[config.mk]
export PLATFORM = sky130hd
export DESIGN_NAME = note_consensus_vote_filter
export DESIGN_NICKNAME = d
export VERILOG_FILES = /design/src/ncvf_pkg.sv /design/src/ncvf_ctrl.sv /design/src/ncvf_dpath.sv /design/src/note_consensus_vote_filter.sv
export VERILOG_INCLUDE_DIRS = /design/src /design/src/src
export SDC_FILE = /design/constraint.sdc
export NUM_CORES = 1
export LEC_CHECK = 0
export ABC_AREA = 1
export BUFFER_PORTS_ARGS = -buffer_cell sky130_fd_sc_hd__clkbuf_2
export CORE_ASPECT_RATIO = 1.4
export CORE_MARGIN = 2
export CORE_UTILIZATION = 30
export CTS_BUF_LIST = sky130_fd_sc_hd__clkbuf_8
export DETAILED_ROUTE_END_ITERATION = 10
export GPL_ROUTABILITY_DRIVEN = 1
export HOLD_SLACK_MARGIN = 0.05
export PLACE_DENSITY = 0.54
export SLEW_MARGIN = 15
export SYNTH_ARGS = -nofsm -noshare
export SYNTH_HDL_FRONTEND = slang
export SYNTH_SLANG_ARGS = --single-unit
export TNS_END_PERCENT = 20
[constraint.sdc]
create_clock -name clk -period 3.62 [get_ports clk]
set_clock_uncertainty 0.05 [all_clocks]
set_input_delay 0.362 -clock clk [delete_from_list [all_inputs] [get_ports clk]]
set_output_delay 0.362 -clock clk [all_outputs]
set_load 0.02 [all_outputs]
[src/note_consensus_vote_filter_defines.svh]
// Assertion macros shared by the vote filter modules.
// Depends on a clock named clk and a reset named rst in the using module.
`ifndef NOTE_CONSENSUS_VOTE_FILTER_DEFINES_SVH
`define NOTE_CONSENSUS_VOTE_FILTER_DEFINES_SVH

// Same-cycle implication checked at every clock edge outside reset.
`define NCVF_ASSERT_NOW(label, ante, cons, msg) \
  label: assert property (@(posedge clk) disable iff (rst) (ante) |-> (cons)) \
    else $error(msg);

// Next-cycle implication checked at every clock edge outside reset.
`define NCVF_ASSERT_NEXT(label, ante, cons, msg) \
  label: assert property (@(posedge clk) disable iff (rst) (ante) |=> (cons)) \
    else $error(msg);

`endif

[src/ncvf_pkg.sv]
// Package for the note vote filter: sizes, field widths, command struct and a saturating count helper.
// Used by the controller, the datapath and the top level; depends on nothing.
package ncvf_pkg;

  localparam int WINDOW       = 5;
  localparam int NOTE_CLASSES = 12;

  localparam int CLASS_W = 4;
  localparam int REQ_W   = 3;
  localparam int OCNT_W  = 3;
  localparam logic [REQ_W-1:0] REQ_RESET = 3'd4;

  localparam int CNT_W  = $clog2(WINDOW + 1);
  localparam int FILL_W = $clog2(WINDOW + 1);
  localparam int IDX_W  = $clog2(NOTE_CLASSES);

  localparam int IN_W     = CLASS_W;
  localparam int IN_TW    = ((IN_W + 7) / 8) * 8;
  localparam int OUT_W    = CLASS_W + 2 * OCNT_W;
  localparam int OUT_TW   = ((OUT_W + 7) / 8) * 8;

  typedef struct packed {
    logic             accept;
    logic             scan;
    logic [IDX_W-1:0] idx;
    logic             load;
  } ncvf_cmd_t;

  function automatic logic [OCNT_W-1:0] sat_cnt(input logic [CNT_W-1:0] v);
    if (int'(v) > 7) begin
      return 3'd7;
    end
    return OCNT_W'(v);
  endfunction

endpackage

[src/ncvf_ctrl.sv]
// Controller of the note vote filter: window fill count, class scan and result load.
// Depends on ncvf_pkg and the assertion macro header.
`include "note_consensus_vote_filter_defines.svh"

module ncvf_ctrl
  import ncvf_pkg::*;
(
  input  logic      clk,
  input  logic      rst,
  input  logic      in_valid,
  output logic      in_ready,
  input  logic      out_free,
  output ncvf_cmd_t cmd
);

  typedef enum logic [1:0] {ST_COLLECT, ST_SCAN, ST_LOAD} state_t;

  state_t            state;
  logic [FILL_W-1:0] fill;
  logic [IDX_W-1:0]  idx;

  assign in_ready   = (state == ST_COLLECT);
  assign cmd.accept = in_valid && in_ready;
  assign cmd.scan   = (state == ST_SCAN);
  assign cmd.idx    = idx;
  assign cmd.load   = (state == ST_LOAD) && out_free;

  always_ff @(posedge clk) begin
    if (rst) begin
      state <= ST_COLLECT;
      fill  <= '0;
      idx   <= '0;
    end else begin
      unique case (state)
        ST_COLLECT: begin
          if (cmd.accept) begin
            if (fill == FILL_W'(WINDOW - 1)) begin
              fill  <= '0;
              idx   <= '0;
              state <= ST_SCAN;
            end else begin
              fill <= fill + 1'b1;
            end
          end
        end
        ST_SCAN: begin
          idx <= idx + 1'b1;
          if (idx == IDX_W'(NOTE_CLASSES - 1)) begin
            state <= ST_LOAD;
          end
        end
        ST_LOAD: begin
          if (out_free) begin
            state <= ST_COLLECT;
          end
        end
        default: state <= ST_COLLECT;
      endcase
    end
  end

  `NCVF_ASSERT_NOW(a_fill_range, 1'b1, int'(fill) < WINDOW, "fill count beyond window")
  `NCVF_ASSERT_NEXT(a_last_item_scans, cmd.accept && (fill == FILL_W'(WINDOW - 1)),
    state == ST_SCAN && idx == '0, "window end did not start the scan")
  `NCVF_ASSERT_NEXT(a_load_returns, cmd.load, state == ST_COLLECT && fill == '0,
    "result load did not reopen the window")

endmodule

[src/ncvf_dpath.sv]
// Datapath of the note vote filter: class histogram, top and median scan, output register.
// Depends on ncvf_pkg and the assertion macro header; driven by ncvf_ctrl commands.
`include "note_consensus_vote_filter_defines.svh"

module ncvf_dpath
  import ncvf_pkg::*;
(
  input  logic               clk,
  input  logic               rst,
  input  ncvf_cmd_t          cmd,
  input  logic               in_note_valid,
  input  logic [CLASS_W-1:0] in_note_class,
  input  logic               cfg_we,
  input  logic [REQ_W-1:0]   cfg_req,
  output logic               out_free,
  output logic               out_valid,
  input  logic               out_ready,
  output logic               out_decision_valid,
  output logic [CLASS_W-1:0] out_decision_note,
  output logic [OCNT_W-1:0]  out_top_count,
  output logic [OCNT_W-1:0]  out_valid_count
);

  logic [CNT_W-1:0] hist [NOTE_CLASSES];
  logic [CNT_W-1:0] valid_cnt;
  logic [CNT_W-1:0] top;
  logic [IDX_W-1:0] top_note;
  logic [CNT_W-1:0] cum;
  logic [IDX_W-1:0] median;
  logic             have_med;
  logic [REQ_W-1:0] required_count;

  logic             in_counted;
  logic [CNT_W-1:0] h_sel;
  logic [CNT_W-1:0] cum_next;
  logic [CNT_W-1:0] half;
  logic             stable;

  assign in_counted = in_note_valid &&
                      ({1'b0, in_note_class} < (CLASS_W + 1)'(NOTE_CLASSES));
  assign h_sel      = hist[cmd.idx];
  assign cum_next   = cum + h_sel;
  assign half       = valid_cnt >> 1;
  assign stable     = (valid_cnt != '0) && (int'(top) >= int'(required_count)) &&
                      have_med && (median == top_note);
  assign out_free   = !out_valid || out_ready;

  always_ff @(posedge clk) begin
    if (rst) begin
      required_count <= REQ_RESET;
    end else if (cfg_we) begin
      required_count <= cfg_req;
    end
  end

  always_ff @(posedge clk) begin
    if (rst || cmd.load) begin
      for (int k = 0; k < NOTE_CLASSES; k++) begin
        hist[k] <= '0;
      end
      valid_cnt <= '0;
    end else if (cmd.accept && in_counted) begin
      for (int k = 0; k < NOTE_CLASSES; k++) begin
        if (in_note_class == CLASS_W'(k)) begin
          hist[k] <= hist[k] + 1'b1;
        end
      end
      valid_cnt <= valid_cnt + 1'b1;
    end
  end

  always_ff @(posedge clk) begin
    if (rst || cmd.load) begin
      top      <= '0;
      top_note <= '0;
      cum      <= '0;
      median   <= '0;
      have_med <= 1'b0;
    end else if (cmd.scan) begin
      if (h_sel > top) begin
        top      <= h_sel;
        top_note <= cmd.idx;
      end
      cum <= cum_next;
      if (!have_med && (cum_next > half)) begin
        median   <= cmd.idx;
        have_med <= 1'b1;
      end
    end
  end

  always_ff @(posedge clk) begin
    if (rst) begin
      out_valid <= 1'b0;
    end else if (cmd.load) begin
      out_valid <= 1'b1;
    end else if (out_ready) begin
      out_valid <= 1'b0;
    end
  end

  always_ff @(posedge clk) begin
    if (cmd.load) begin
      out_decision_valid <= stable;
      out_decision_note  <= stable ? CLASS_W'(top_note) : '0;
      out_top_count      <= sat_cnt(top);
      out_valid_count    <= sat_cnt(valid_cnt);
    end
  end

  `NCVF_ASSERT_NOW(a_load_when_free, cmd.load, !out_valid || out_ready,
    "result overwritten before transfer")
  `NCVF_ASSERT_NOW(a_top_bounded, 1'b1, top <= valid_cnt && int'(valid_cnt) <= WINDOW,
    "top count exceeds valid count")
  `NCVF_ASSERT_NOW(a_no_mix, cmd.scan, !cmd.accept, "input accepted during scan")

endmodule

[src/note_consensus_vote_filter.sv]
// Top level of the note vote filter: stream ports, controller and datapath.
// Depends on ncvf_pkg, ncvf_ctrl and ncvf_dpath.
//
// Each input transfer carries one note detection: s_tuser[0] is the detect flag and
// s_tdata[3:0] the note class. Five transfers form a window; the fifth one closes it
// and yields one result transfer, the other four yield none. Classes of 12 and above
// count as no note. The result gives the decision flag on m_tuser[0] and the note,
// top count and valid count on m_tdata.
// A window runs as five input transfers, then a scan that walks the class
// histogram one class per cycle over all 12 classes, then the result load.
// m_tvalid is raised by the result load. s_tready is low during the scan and the
// load. If the receiver stalls, the result is held on m_tdata and the next window
// still fills; its result waits in the load step until the earlier one is taken.
// The required count register is written through cfg_valid/cfg_data (cfg_ready is
// always high); the user must write it only while the block is idle, not enforced.
// Synchronous reset empties the window, drops any pending result and sets the
// required count to 4.
module note_consensus_vote_filter
  import ncvf_pkg::*;
(
  input  logic              clk,
  input  logic              rst,
  input  logic              s_tvalid,
  output logic              s_tready,
  input  logic [IN_TW-1:0]  s_tdata,   // note_class, zero padding
  input  logic [0:0]        s_tuser,   // note_valid
  output logic              m_tvalid,
  input  logic              m_tready,
  output logic [OUT_TW-1:0] m_tdata,   // decision_note, top_count, valid_count, padding
  output logic [0:0]        m_tuser,   // decision_valid
  input  logic              cfg_valid,
  output logic              cfg_ready,
  input  logic [REQ_W-1:0]  cfg_data
);

  ncvf_cmd_t          cmd;
  logic               out_free;
  logic               dec_valid;
  logic [CLASS_W-1:0] dec_note;
  logic [OCNT_W-1:0]  top_count;
  logic [OCNT_W-1:0]  valid_count;

  assign cfg_ready = 1'b1;

  ncvf_ctrl u_ctrl (
    .clk      (clk),
    .rst      (rst),
    .in_valid (s_tvalid),
    .in_ready (s_tready),
    .out_free (out_free),
    .cmd      (cmd)
  );

  ncvf_dpath u_dpath (
    .clk                (clk),
    .rst                (rst),
    .cmd                (cmd),
    .in_note_valid      (s_tuser[0]),
    .in_note_class      (s_tdata[CLASS_W-1:0]),
    .cfg_we             (cfg_valid && cfg_ready),
    .cfg_req            (cfg_data),
    .out_free           (out_free),
    .out_valid          (m_tvalid),
    .out_ready          (m_tready),
    .out_decision_valid (dec_valid),
    .out_decision_note  (dec_note),
    .out_top_count      (top_count),
    .out_valid_count    (valid_count)
  );

  assign m_tuser = dec_valid;
  assign m_tdata = OUT_TW'({valid_count, top_count, dec_note});

endmodule
==> metrics.cfg <==
[clock_network]
cts_tree=done
clk_pin_slew_worst_paths_ns=0.09
cts_sinks=82
clock_path_buffers=2
worstSkewPairLatency_ns=0.36
root_buffer=clkbuf_8
cts-hold-fix-buffers=0
cts_inserted_buffers=9
h-tree-depth=3

[sta]
whs_ns=0.166
fin_crit_ns=3.25
finalHoldViolations=0
rsz0062_at_grt=false
fin_setup_tns_ns=0
setup_viol=0
slew_viol_final=0
fmax_mhz=308
worst_pin_slew_ns=0.674
post-route-period-util_pct=89.7
max_slew_margin_pct=55.0

[global_routing]
grt_antenna_before_repair=0
grt_pass1_vias=3296
track_usage_pct=12.3
grt_pass1_wl_mm=15.1
grt_start_max_net_pins=19
overflow=0

[worst_setup_path]
critPathMaxFanout=10
critPathArrivalTime_ns=3.47
start_kind=flop
cpLargestDelayFamily=compound AO/OA/AOI/OAI gates
cp.required_ns=3.84
path_common_cell=inv_1
cp_slowest_stage_delay_ns=0.56
critPathKind=reg2reg
end_kind=flop
slowest_stage=dfxtp_1
crit_buf_inv=4
crit_path_cell_trace=o21ai_0 > o221ai_1 > o21ai_1 > o21ai_2 > ha_1 > inv_1 > fa_1 > inv_1 > ha_1 > inv_1 > nor2_1 > o21ai_0 > nand3_4 > nand3_4 > nand2_1 > inv_1 > nor2_1

[hold_path]
hold_class=in2reg
worstHoldStart=cfg_valid

[synth]
synth_most_common_cell=inv_1
synthTopCellsByCount=86 x inv_1, 78 x nor2_1, 51 x nand2_1
synth.avg_cell_area_um2=8.72
synthArstFlopShare_pct=0
yosysSeqAreaShare_pct=48.7
synth_compound_gate_area_share_pct=10.4
synthCells=497
netlist_area_um2=4330
yosys.area_share.simple_pct=18.8
yosysWarnings=0
synth_edf_count=47
yosys.area.top_type=edfxtp_1
yosys_most_used_dff=edfxtp_1
synth_top_area_share_pct=32.6
synthXorXnorAreaFrac_pct=3.03
synth-seq-cells=82
synth_top_family_by_area=simple AND/OR/NAND/NOR gates
synth_adder_area_share_pct=7.97
synthMuxAreaShare_pct=0
synth.area.top_cells=edfxtp_1 33%, dfxtp_1 16%, ha_1 7.5%
synth_cell_types=36

[cells_and_area]
area_growth_pct=11.8
final_area_um2=4840
final_layout_size_suffix_gt1_share_pct=13.6
antenna_cells=0
fin_nets=569
final_cell_count_no_fill=719

[placed_design]
gp_congestion=0.833
place_inst=703
portBuffers=25
hpwl_mm=7.06
dpl_cell_area_um2=4630

[route]
drc_errors=0
vias=3247
drtAntennaViolNets=0
dr.first_iter.drc_count=134
drt_wl_total_mm=9.06
post_drt_wl_per_cell_um=12.6
vias_per_cell=4.52
first_pass_iters=5

[pwr]
clkPwrFrac_pct=36.7
p_comb_share_pct=10.2
p_sw_w=0.000507
p_int_w=0.00149
pwr-share-seq_pct=53.1
switching_share_pct=25.4
p_per_area_nw_per_um2=412
totalPowerFinal_w=0.00200
ir_worst_vdd_v=0.000175
p_leak_nw=2.05

[floorplanning]
num_rows=52
ios=37
die_w_um=106
die_h_um=146
fp.dieArea_um2=15400
initial_core_util_pct=30.3
coreArea_um2=14300

[job]
drv_cap=0

[status]
status=finished, final reports clean

## per-stage QoR
step / utilization (%) / setup slack [ns]
2_1_floorplan: - / 0.711
3_3_place_gp: 32.3 / 0.290
3_5_place_dp: 32.3 / 0.203
4_1_cts: 33.8 / 0.192
5_1_grt: 33.8 / 0.0342
6_report: 33.8 / 0.372
## flip-flops by register name, indices dropped and copies added, names as in the netlist, named ones only
register / count
u_dpath.top: 3
u_dpath.out_top_count: 3
u_dpath.out_valid_count: 3
u_dpath.have_med: 1
u_dpath.out_decision_valid: 1
u_dpath.hist: 36
u_dpath.top_note: 4
u_dpath.median: 4
u_dpath.cum: 3
u_dpath.out_valid: 1
u_ctrl.fill: 3
u_dpath.valid_cnt: 3
u_ctrl.state: 2
u_dpath.out_decision_note: 4
u_dpath.required_count: 3
u_ctrl.idx: 4
## path summary, 6_finish.rpt
path,endpoint,slack [ns],depth (start not counted)
worst max-delay path,u_dpath.median[3],0.37,17
worst min-delay path,u_dpath.required_count[2],0.17,2
worst max register to register,u_dpath.median[3],0.37,17
worst min register to register,u_dpath.out_valid_count[2],0.40,0
## metal layers
layer / vias to the layer above / share of wire [%] / wire length, µm / global-route usage (%)
li1: 1657 / - / - / -
met1: 1537 / 41 / 3690 / 12.7
met2: 40 / 55 / 4960 / 23.5
met3: 13 / 2.6 / 237 / 2.59
met4: 0 / 2.0 / 178 / 5.00
met5: - / 0 / 0 / 0
## cells by family (layout without fill, tap and decap cells)
group           count (synthesis)  count (layout)
buf+inv                       109             137
flops                          82              82
fa+ha+maj                      27              27
simple gates                  179             179
compound gates                 83              83
other cells                     2               7
xor+xnor                       15              15
## power by group through the flow
stage / Combinational [W] / Clock (W) / Sequential (W)
3_5_place_dp: 0.000205 / 0 / 0.00108
2_1_floorplan: 0.000151 / 0 / 0.00108
4_1_cts: 0.000207 / 0.000749 / 0.00106
6_report: 0.000205 / 0.000733 / 0.00106
3_3_place_gp: 0.000199 / 0 / 0.00108
5_1_grt: 0.000234 / 0.000788 / 0.00107
## cell type report
cell class / count / area [µm²]
Sequential cell: 82 / 2110
Fill cell: 1526 / 9470
Inverter: 91 / 347
Clock inverter: 7 / 90.1
Timing Repair Buffer: 30 / 163
Tap cell: 189 / 236
Multi-Input combinational cell: 311 / 1770
Clock buffer: 9 / 124
## placed cells by master, fill, tap and decap left out, types with 2 or more instances in the layout
cell type  count
a21oi_1       26
buf_4          5
bufinv_16      2
clkbuf_2      25
clkbuf_8       9
conb_1         7
dfxtp_1       34
edfxtp_1      47
ha_1          26
inv_1         87
inv_2          4
inv_4          2
inv_6          2
nand2_1       51
nand2_2        3
nand3_1       21
nand3_2        4
nand3_4        2
nand4_1        7
nor2_1        78
nor2_2         4
nor2_4         2
nor3_1         3
o211ai_1       2
o21ai_0       37
o21ai_1        6
o21ai_2        3
o221ai_1       2
o22ai_1        5
or2_2          2
xnor2_1       13
xor2_1         2
## repair_timing
item,in CTS,in global routing
gates resized for setup,0,1
setup buffers,0,0
setup endpoints to repair,0,5
No activity file was read; power rests on OpenSTA's default activity.
